**config.mk**
```make
export PLATFORM = sky130hd
export DESIGN_NAME = conflating_fifo
export DESIGN_NICKNAME = d
export VERILOG_FILES = /design/src/sv/cf_pkg.sv /design/src/sv/cf_apb.sv /design/src/sv/cf_store.sv /design/src/sv/conflating_fifo.sv
export SDC_FILE = /design/constraint.sdc
export NUM_CORES = 1
export LEC_CHECK = 0
export BUFFER_PORTS_ARGS = -buffer_cell sky130_fd_sc_hd__buf_2
export CAP_MARGIN = 20
export CORE_UTILIZATION = 59
export CTS_BUF_LIST = sky130_fd_sc_hd__clkbuf_2 sky130_fd_sc_hd__clkbuf_4 sky130_fd_sc_hd__clkbuf_8
export DETAILED_ROUTE_END_ITERATION = 10
export MAX_ROUTING_LAYER = met4
export PLACE_DENSITY = 0.76
export SYNTH_ARGS = -nofsm -noshare
export SYNTH_HDL_FRONTEND = slang
export SYNTH_SLANG_ARGS = --single-unit
export TNS_END_PERCENT = 10
```
**constraint.sdc**
```tcl
create_clock -name clk -period 6.06 [get_ports clk]
set_input_delay 0 -clock clk [delete_from_list [all_inputs] [get_ports clk]]
set_output_delay 0 -clock clk [all_outputs]
set_load 0.005 [all_outputs]
```
**src/sv/cf_pkg.sv**
```systemverilog
`default_nettype none

package cf_pkg;

	// Width of the capacity register, fixed by the register map.
	localparam int CFG_W = 5;

	// Capacity after reset.
	localparam logic [CFG_W-1:0] CAP_RESET = 5'd16;

	// APB port geometry: one 32-bit register word.
	localparam int APB_ADDR_W = 3;
	localparam int APB_DATA_W = 32;

	// Register word index, taken from the byte address.
	typedef enum logic [0:0] {
		REG_CAPACITY = 1'b0
	} cf_reg_t;

	// Operation carried with each request.
	typedef enum logic {
		FUNC_PUSH = 1'b0,
		FUNC_POP  = 1'b1
	} cf_func_t;

	// Operation presented to the slot store.
	typedef struct packed {
		logic     fire;
		cf_func_t func;
	} cf_op_t;

	// Status flags returned by the slot store for one operation.
	typedef struct packed {
		logic popped_valid;
		logic conflated;
		logic evicted;
		logic is_empty;
		logic is_full;
	} cf_flags_t;

endpackage

`default_nettype wire

```
**src/sv/cf_apb.sv**
```systemverilog
`default_nettype none

module cf_apb (
	input  wire logic                          clk,
	input  wire logic                          arst_n,
	input  wire logic                          psel,
	input  wire logic                          penable,
	input  wire logic                          pwrite,
	input  wire logic [cf_pkg::APB_ADDR_W-1:0] paddr,
	input  wire logic [cf_pkg::APB_DATA_W-1:0] pwdata,
	output logic      [cf_pkg::APB_DATA_W-1:0] prdata,
	output logic                               pready,
	output logic      [cf_pkg::CFG_W-1:0]      capacity
);
	import cf_pkg::*;

	logic            wr_en;
	cf_reg_t         reg_idx;
	logic [CFG_W-1:0] capacity_q;

	// The register word is selected by the address above the byte offset.
	assign reg_idx = cf_reg_t'(paddr[APB_ADDR_W-1:2]);
	assign pready  = 1'b1;
	assign wr_en   = psel & penable & pwrite & pready;

	// Capacity register.
	always_ff @(posedge clk or negedge arst_n) begin
		if (!arst_n) begin
			capacity_q <= CAP_RESET;
		end else if (wr_en && reg_idx == REG_CAPACITY) begin
			capacity_q <= pwdata[CFG_W-1:0];
		end
	end

	// Read-back decoder.
	always_comb begin
		unique case (reg_idx)
			REG_CAPACITY: prdata = APB_DATA_W'(capacity_q);
			default:      prdata = '0;
		endcase
	end

	assign capacity = capacity_q;

endmodule

`default_nettype wire

```
**src/sv/cf_store.sv**
```systemverilog
`default_nettype none

module cf_store #(
	parameter int DEPTH       = 16,
	parameter int KEY_WIDTH   = 16,
	parameter int VALUE_WIDTH = 32,
	localparam int IDX_W      = $clog2(DEPTH),
	localparam int CNT_W      = $clog2(DEPTH + 1)
) (
	input  wire logic                     clk,
	input  wire logic                     arst_n,
	input  wire cf_pkg::cf_op_t           op,
	input  wire logic [KEY_WIDTH-1:0]     key,
	input  wire logic [VALUE_WIDTH-1:0]   value,
	input  wire logic [cf_pkg::CFG_W-1:0] capacity,
	output logic      [KEY_WIDTH-1:0]     popped_key,
	output logic      [VALUE_WIDTH-1:0]   popped_value,
	output logic      [CNT_W-1:0]         entry_count,
	output cf_pkg::cf_flags_t             flags
);
	import cf_pkg::*;

	localparam int CAPW  = (CNT_W > CFG_W) ? CNT_W : CFG_W;
	localparam int SUM_W = CNT_W + 1;

	logic [KEY_WIDTH-1:0]   keys_q   [DEPTH];
	logic [VALUE_WIDTH-1:0] values_q [DEPTH];
	logic [DEPTH-1:0]       occ_q;
	logic [IDX_W-1:0]       head_q;
	logic [CNT_W-1:0]       count_q;

	logic [DEPTH-1:0] hit;
	logic             hit_any;
	logic             is_push;
	logic             push_hit;
	logic             push_new;
	logic             evict;
	logic             do_pop;
	logic [CAPW-1:0]  cap_ext;
	logic [CAPW-1:0]  eff_cap;
	logic             full_now;
	logic [IDX_W-1:0] head_inc;
	logic [IDX_W-1:0] head_next;
	logic [SUM_W-1:0] tail_sum;
	logic [IDX_W-1:0] tail_idx;
	logic [CNT_W-1:0] count_next;

	// Effective capacity: zero acts as one, anything above the depth as the depth.
	assign cap_ext = CAPW'(capacity);
	always_comb begin
		if (cap_ext == '0) begin
			eff_cap = CAPW'(1);
		end else if (cap_ext > CAPW'(DEPTH)) begin
			eff_cap = CAPW'(DEPTH);
		end else begin
			eff_cap = cap_ext;
		end
	end

	// Parallel key compare against every occupied slot.
	always_comb begin
		for (int i = 0; i < DEPTH; i++) begin
			hit[i] = occ_q[i] && (keys_q[i] == key);
		end
	end
	assign hit_any = |hit;

	// Classify the operation.
	assign is_push  = (op.func == FUNC_PUSH);
	assign full_now = CAPW'(count_q) >= eff_cap;
	assign push_hit = is_push & hit_any;
	assign push_new = is_push & ~hit_any;
	assign evict    = push_new & full_now;
	assign do_pop   = ~is_push & (count_q != '0);

	// Ring pointers. The tail slot is head plus count whether or not the
	// oldest entry is evicted, since eviction moves both by one.
	assign head_inc  = (head_q == IDX_W'(DEPTH - 1)) ? '0 : head_q + 1'b1;
	assign head_next = (evict | do_pop) ? head_inc : head_q;
	assign tail_sum  = SUM_W'(head_q) + SUM_W'(count_q);
	assign tail_idx  = (tail_sum >= SUM_W'(DEPTH)) ? IDX_W'(tail_sum - SUM_W'(DEPTH))
	                                               : IDX_W'(tail_sum);

	// Count after the operation.
	always_comb begin
		if (push_new && !evict) begin
			count_next = count_q + 1'b1;
		end else if (do_pop) begin
			count_next = count_q - 1'b1;
		end else begin
			count_next = count_q;
		end
	end

	// Result for this operation.
	assign popped_key         = do_pop ? keys_q[head_q] : '0;
	assign popped_value       = do_pop ? values_q[head_q] : '0;
	assign entry_count        = count_next;
	assign flags.popped_valid = do_pop;
	assign flags.conflated    = push_hit;
	assign flags.evicted      = evict;
	assign flags.is_empty     = (count_next == '0);
	assign flags.is_full      = CAPW'(count_next) >= eff_cap;

	// Control state: occupancy bits, head pointer and count.
	always_ff @(posedge clk or negedge arst_n) begin
		if (!arst_n) begin
			occ_q   <= '0;
			head_q  <= '0;
			count_q <= '0;
		end else if (op.fire) begin
			for (int i = 0; i < DEPTH; i++) begin
				if (push_new && tail_idx == IDX_W'(i)) begin
					occ_q[i] <= 1'b1;
				end else if ((evict || do_pop) && head_q == IDX_W'(i)) begin
					occ_q[i] <= 1'b0;
				end
			end
			head_q  <= head_next;
			count_q <= count_next;
		end
	end

	// Slot payload: a new key goes to the tail, a repeated key updates in place.
	always_ff @(posedge clk) begin
		if (op.fire) begin
			for (int i = 0; i < DEPTH; i++) begin
				if (push_new && tail_idx == IDX_W'(i)) begin
					keys_q[i]   <= key;
					values_q[i] <= value;
				end else if (push_hit && hit[i]) begin
					values_q[i] <= value;
				end
			end
		end
	end

	// The occupancy bits always agree with the count.
	a_occ_count: assert property (@(posedge clk) disable iff (!arst_n)
		$countones(occ_q) == int'(count_q))
		else $error("occupancy bits disagree with entry count");

	// A key is never pending in two slots.
	a_unique_key: assert property (@(posedge clk) disable iff (!arst_n)
		$onehot0(hit))
		else $error("key matched more than one slot");

	// The head slot holds an entry whenever the queue is not empty.
	a_head_occ: assert property (@(posedge clk) disable iff (!arst_n)
		count_q != '0 |-> occ_q[head_q])
		else $error("head slot empty while entries pending");

	// A pop of a non-empty queue removes exactly one entry.
	a_pop_count: assert property (@(posedge clk) disable iff (!arst_n)
		op.fire && do_pop |=> count_q == $past(count_q) - 1'b1)
		else $error("pop did not reduce the count by one");

endmodule

`default_nettype wire

```
**src/sv/conflating_fifo.sv**
```systemverilog
// Conflating FIFO: a queue of key/value entries holding at most one entry per key.
// A request accepted into the input register passes through the slot store into the
// result register, which drives m_tdata; both hold while m_tready stalls the result.
// Throughput: one request per cycle while the result is not stalled; key match and ring
// update are a single combinational pass between the input and result registers.
// Reset empties the queue and sets the capacity register to 16.
`default_nettype none

module conflating_fifo #(
	parameter int DEPTH       = 16,
	parameter int KEY_WIDTH   = 16,
	parameter int VALUE_WIDTH = 32,
	localparam int CNT_W      = $clog2(DEPTH + 1),
	localparam int IN_DW      = ((KEY_WIDTH + VALUE_WIDTH + 7) / 8) * 8,
	localparam int OUT_FW     = KEY_WIDTH + VALUE_WIDTH + CNT_W + 5,
	localparam int OUT_DW     = ((OUT_FW + 7) / 8) * 8
) (
	input  wire logic                          clk,
	input  wire logic                          arst_n,
	// Configuration port.
	input  wire logic                          psel,
	input  wire logic                          penable,
	input  wire logic                          pwrite,
	input  wire logic [cf_pkg::APB_ADDR_W-1:0] paddr,
	input  wire logic [cf_pkg::APB_DATA_W-1:0] pwdata,
	output logic      [cf_pkg::APB_DATA_W-1:0] prdata,
	output logic                               pready,
	// Request stream.
	input  wire logic                          s_tvalid,
	output logic                               s_tready,
	input  wire logic [IN_DW-1:0]              s_tdata,  // item_key, item_value
	input  wire logic                          s_tuser,  // func
	// Result stream.
	output logic                               m_tvalid,
	input  wire logic                          m_tready,
	// popped_valid, popped_key, popped_value, conflated, evicted, entry_count,
	// is_empty, is_full
	output logic      [OUT_DW-1:0]             m_tdata
);
	import cf_pkg::*;

	logic                   advance;
	logic                   s1_valid;
	cf_func_t               s1_func;
	logic [KEY_WIDTH-1:0]   s1_key;
	logic [VALUE_WIDTH-1:0] s1_value;

	logic [CFG_W-1:0]       capacity;
	cf_op_t                 op;
	logic [KEY_WIDTH-1:0]   popped_key;
	logic [VALUE_WIDTH-1:0] popped_value;
	logic [CNT_W-1:0]       entry_count;
	cf_flags_t              flags;

	logic                   m_valid_q;
	logic [KEY_WIDTH-1:0]   res_key_q;
	logic [VALUE_WIDTH-1:0] res_value_q;
	logic [CNT_W-1:0]       res_count_q;
	cf_flags_t              res_flags_q;

	// The result register moves on when it is empty or being taken.
	assign advance  = ~m_valid_q | m_tready;
	assign s_tready = ~s1_valid | advance;

	// Configuration register.
	cf_apb u_apb (
		.clk      (clk),
		.arst_n   (arst_n),
		.psel     (psel),
		.penable  (penable),
		.pwrite   (pwrite),
		.paddr    (paddr),
		.pwdata   (pwdata),
		.prdata   (prdata),
		.pready   (pready),
		.capacity (capacity)
	);

	// Input register.
	always_ff @(posedge clk or negedge arst_n) begin
		if (!arst_n) begin
			s1_valid <= 1'b0;
		end else if (s_tvalid && s_tready) begin
			s1_valid <= 1'b1;
		end else if (advance) begin
			s1_valid <= 1'b0;
		end
	end

	always_ff @(posedge clk) begin
		if (s_tvalid && s_tready) begin
			s1_func  <= cf_func_t'(s_tuser);
			s1_key   <= s_tdata[KEY_WIDTH-1:0];
			s1_value <= s_tdata[KEY_WIDTH+VALUE_WIDTH-1:KEY_WIDTH];
		end
	end

	// Slot store: match, update and result in one pass.
	assign op.fire = s1_valid & advance;
	assign op.func = s1_func;

	cf_store #(
		.DEPTH       (DEPTH),
		.KEY_WIDTH   (KEY_WIDTH),
		.VALUE_WIDTH (VALUE_WIDTH)
	) u_store (
		.clk          (clk),
		.arst_n       (arst_n),
		.op           (op),
		.key          (s1_key),
		.value        (s1_value),
		.capacity     (capacity),
		.popped_key   (popped_key),
		.popped_value (popped_value),
		.entry_count  (entry_count),
		.flags        (flags)
	);

	// Result register.
	always_ff @(posedge clk or negedge arst_n) begin
		if (!arst_n) begin
			m_valid_q <= 1'b0;
		end else if (advance) begin
			m_valid_q <= s1_valid;
		end
	end

	always_ff @(posedge clk) begin
		if (op.fire) begin
			res_key_q   <= popped_key;
			res_value_q <= popped_value;
			res_count_q <= entry_count;
			res_flags_q <= flags;
		end
	end

	// Pack the result, first field in the lowest bits.
	assign m_tvalid = m_valid_q;
	assign m_tdata  = OUT_DW'({res_flags_q.is_full, res_flags_q.is_empty, res_count_q,
	                           res_flags_q.evicted, res_flags_q.conflated, res_value_q,
	                           res_key_q, res_flags_q.popped_valid});

endmodule

`default_nettype wire

```
======== Word-level counts from Yosys, hierarchy flattened ========
Memory sizes are Yosys's and may differ from the RTL's. A register that Yosys moved wholly into a read port is not among the register bits.
Index checks and enable logic that the tools add are counted.
word-level totals
  flip-flop bits (word level) ............. 91
  memory bits (writable) .................. 768
  input port bits ......................... 91
  output and inout bits ................... 99
  word-level logic and storage cells ...... 458
  memories ................................ 2
cells by class
  add/subtract/negate cells ............... 5
  $lt $le $gt $ge ......................... 4
  equal/unequal tests ..................... 46
  muxes and demuxes ....................... 214
  bitwise logic cells ..................... 31
  reduce and logical (&&, ||, !) cells .... 126
memories
  memory            words  width  read ports  clocked after Yosys merged registers in  write ports  line            text
  u_store.values_q  16     32     1           1                                        16           cf_store.sv:27  logic [VALUE_WIDTH-1:0] values_q [DEPTH];
  u_store.keys_q    16     16     17          1                                        1            cf_store.sv:26  logic [KEY_WIDTH-1:0] keys_q [DEPTH];
operators by type and width
  operator               number
  $mux W32               16
  $eq A16 B16 Y1         16
  $reduce_or A16 Y1      16
  $mux W16               15
  $mux W1                161
  $mux W4                17
  $logic_and A1 B1 Y1    67
  $eq A4 B4 Y1 const B   16
  $reduce_and A2 Y1      17
  $reduce_bool A2 Y1     17
  $eq A4 B3 Y1 const B   8
  $mux W5                5
  $or A1 B1 Y1           19
  $eq A4 B2 Y1 const B   4
  $ge A5 B5 Y1           2
  $logic_not A5 Y1       2
  $eq A4 B1 Y1 const B   2
  $logic_not A4 Y1       2
  $and A1 B1 Y1          7
  $add A4 B5 Y6          1
  $ge A6 B5 Y1 const B   1
  $add A5 B1 Y5 const B  1
  $gt A5 B5 Y1 const B   1
  $not A1 Y1             5
  other kinds (6)        8

======== Depth between registers and ports, before layout ========
An unclocked memory read counts as a cell.
  depth after elaboration ................. 26
  gate-level depth with buffers ........... 18
  mapped depth without buffers ............ 17

======== Hierarchy ========
From an unflattened synthesis, not the netlist that was laid out.
unflattened totals
  cells, all modules ...................... 1961
  area, all modules ....................... 38494.4 sq um
by module, submodules not included
  module           instances  cells each  area an instance (sq um)  sequential area each (sq um)
  cf_store         1          1793        34660.7                   23687.7
  conflating_fifo  1          122         3365.7                    3263.1
  cf_apb           1          46          467.9                     126.4

======== Worst setup path after synthesis ========
OpenSTA, ideal clock, no wires.
  path type ............................... register to register
  from .................................... register s1_key[6]
  to ...................................... memory u_store.values_q[11][0], enable pin
  setup time .............................. 0.388 ns
  arrival ................................. 4.646 ns
  data required time ...................... 5.672 ns
  setup slack ............................. 1.026 ns
  stages on the path, launching flop included .. 12
  path buffers ............................ 3
  clock period less this slack ............ 5.034 ns
  cell sequence ........................... edfxtp_1 -> buf_4 -> buf_4 -> xnor2_1 -> and4_1 -> nand4_1 -> o22ai_1 -> nor4_2 -> nand3_2 -> buf_6 -> nor4_1 -> a21o_1
RTL lines
  item                    line                   text
  start, declared         conflating_fifo.sv:45  logic [KEY_WIDTH-1:0] s1_key;
  start signal, assigned  conflating_fifo.sv:93  s1_key <= s_tdata[KEY_WIDTH-1:0];
  end, declared           cf_store.sv:27

==> flow_summary.toml <==
[run_status]
status = "finished clean"

[yosys]
yosys_register_bits = 907
ys_seq_area_share_pct = 69.7
yosysWarningCount = 0
synth.distinct_cells = 58
synth_edf_count = 875
synth_top_cell_by_area = "edfxtp_1"
synth.avg_cell_area_sq_um = 18.9
yosysTopAreaCellShare_pct = 67.7
synth_most_common_cell = "edfxtp_1"
syn-cell-area_sq_mm = 0.0388
synthTopCellsByArea = "edfxtp_1 68%, mux4_2 14%, xnor2_1 4.5%"
syn_inst = 2057
synthArstFlopShare_pct = 3.53
synth_ff_type = "edfxtp_1"
synthTopCellsByCount = "875 x edfxtp_1, 240 x mux4_2, 201 x xnor2_1"

[detailed_routing]
routed_wl_mm = 97.8
drtIter0Drc = 2596
num_vias = 21375
wl_met1_mm = 38.0
vias_per_cell = 6.32
top_layer_used = "met4"
drc = 0
ant_nets = 0
first_pass_iters = 5
wl_met2_mm = 48.4
wl_met3_mm = 8.67
wl_per_cell_um = 28.9

[global_routing]
antenna_found_initial = 6
overflow = 0
grt_max_degree = 165
grt_pass1_wl_mm = 143
grt_pass1_vias = 21890
track_usage_pct = 30.9

[timing]
max_freq_mhz = 203
finalCritPeriodShare_pct = 81.3
hold_viol = 0
slew_headroom_pct = 27.2
slew_viol_final = 0
holdWs_ns = 0.0783
worst_slack_ns = 1.13
min_period_ns = 4.93
worstMarginPinSlew_ns = 1.09
fin_setup_tns_ns = 0
grt_setup_unrepaired = "no"
finClkSkew_ns = 0.0369
setup_viol = 0

[floorplan]
dieWidth_um = 259
ioPinCount = 190
dieArea_sq_mm = 0.0668
coreArea_sq_mm = 0.0647
rows = 93
die_y_um = 259
initial_utilization_pct = 60.0

[place]
port_buffers = 126
dpl_worst_slack_ns = 1.27
gp_congestion = 0.961
hpwl_mm = 59.3
place_inst = 3002

[worst_setup_path]
end_kind = "flop"
startpoint_type = "flop"
cp_slowest_stage_delay_ns = 1.00
cp_data_arrival_time_ns = 5.41
crit_chain = "buf_4 > xnor2_1 > nor2b_1 > nand4_1 > nor4_1 > nor3_1 > a31oi_1 > and2_1 > a21o_2 > buf_12"
cp.required_ns = 6.54
critPathKind = "reg -> reg"
critical_path.max_fanout = 21
crit_slowest_cell = "edfxtp_1"

[cts]
post_cts_buffers = 0
clkLatencyLatePin_ns = 0.81
cts.sinks = 907
cts_tree = "yes"
cts_resized = 0
clk_path_buf_depth = 3
clockRootBuffer = "clkbuf_8"
cts.clk_slew.worst_paths_ns = 0.07
cts-buffers-inserted = 145
htreeDepth = 4

[power_and_ir_drop]
peakVddDrop_uv = 598
power.density_mw_per_mm2 = 424
leakagePower_nw = 14.7

[min_path]
min_path_type = "in -> reg"

[cells_and_area]
layout.nets = 2524
finalNonFillerCells = 3380
fill_cells = 4079
drive_gt1_share_pct = 28.5
area_growth_pct = 15.2

[run]
drv_cap = 0
[critical path: cells and delay by family (launching register included)]
kind	cells	cell delay, ns
buffers and inverters	2	0.66
AND/OR/NAND/NOR	5	1.85
flip-flops	1	1.00
XOR/XNOR	1	0.19
AO/OA/AOI/OAI	2	0.91
[report_power, final]
group / leakage [nW] / total [mW] / switching (mW) / internal (mW)
logic: 4.80 / 5.27 / 2.76 / 2.51
registers: 8.34 / 8.37 / 0.592 / 7.78
clock network: 1.53 / 5.33 / 2.44 / 2.89
total: 14.7 / 19.0 / 5.79 / 13.2
[flip-flops by register name, summed over array words and instances (netlist names)]
name	flops
s1_value	32
s1_func	1
res_key_q	16
u_store.values_q	512
u_apb.capacity	5
s1_key	16
m_tdata	5
u_store.count_q	5
u_store.head_q	4
u_store.occ_q	16
res_value_q	32
res_count_q	5
m_tvalid	1
s1_valid	1
u_store.keys_q	256
[cell families after synthesis]
| group | share of synthesized area (%) |
|---|---|
| compound gates | 1.39 |
| xor+xnor | 6.25 |
| mux | 14.2 |
| simple gates | 5.56 |
| fa+ha+maj | 0.632 |
| flops | 69.7 |
| other cells | 0.0193 |
| buf+inv | 2.20 |
[per-layer routing]
| layer | vias to the layer above | GRT usage (%) |
|---|---|---|
| li1 | 8931 | - |
| met2 | 1163 | 48.0 |
| met5 | - | - |
| met3 | 194 | 6.07 |
| met4 | 0 | 10.6 |
| met1 | 11087 | 41.5 |
[per-stage QoR]
| step | util (%) | power, mW | area, sq um |
|---|---|---|---|
| 5_1_grt | 69.1 | 19.7 | 44700 |
| 6_report | 69.1 | 19.0 | 44700 |
| 3_5_place_dp | 62.7 | 13.7 | 40600 |
| 3_3_place_gp | 62.7 | 13.6 | 40600 |
| 4_1_cts | 69.1 | 19.0 | 44700 |
| 2_1_floorplan | - | 11.9 | 38900 |
[path summary, 6_finish.rpt]
check | startpoint | to | slack (ns) | depth (start not counted)
worst min register to register | s1_valid$_DFFE_PN0P_ | m_tvalid$_DFFE_PN0P_ | 0.54 | 1
worst min-delay path | m_tready | m_tvalid$_DFFE_PN0P_ | 0.08 | 4
worst max register to register | s1_key[14]$_DFFE_PP_ | u_store.values_q[3][23]$_DFFE_PP_ | 1.13 | 10
min in group asynchronous | arst_n | u_apb.capacity[4]$_DFFE_PN1P_ | 0.24 | 3
worst max-delay path | s1_key[14]$_DFFE_PP_ | u_store.values_q[3][23]$_DFFE_PP_ | 1.13 | 10
max in group asynchronous | arst_n | u_store.head_q[2]$_DFFE_PN0P_ | 5.57 | 4
[placed cells by master (no fill, tap or decap), types with 9 or more instances in the layout]
master         Yosys  routed
nand4_1           73      73
dlygate4sd3_1      0     119
buf_12             0      13
clkbuf_8           0     150
o21ai_0           34      34
xnor2_1          201     201
nand2_1           44      43
ha_1              18      18
dfrtp_1           31      27
buf_4             58      58
conb_1             2      34
and4_1            13      13
nor2_1            34      34
inv_1             15      14
clkbuf_4           0      37
nor2b_1           11      11
buf_2              6     126
clkinv_1           1      24
nor3_1            30      30
nor4_1            17      14
xor2_1            74      74
or4_1             14      14
nand3_1           36      36
a21o_2             0      15
mux2_2             9       9
mux4_2           240     240
and2_1            51      50
edfxtp_1         875     875
clkinv_2           0      20
[final cells by class]
class	count	area, sq um	share of cell area, %
clock inverter	66	581	1.30
multi-input combinational	1028	11100	24.7
inverter	16	61.3	0.137
tap	855	1070	2.39
sequential	907	27100	60.6
timing repair buffer	316	2520	5.63
antenna	5	12.5	0.0280
clock buffer	187	2340	5.24
[timing repair]
item | in CTS | in global routing
hold endpoints to repair | 95 | 0
setup endpoints to repair | 0 | 0
hold buffers | 120 | 0
No activity file was read; power rests on OpenSTA's default activity.
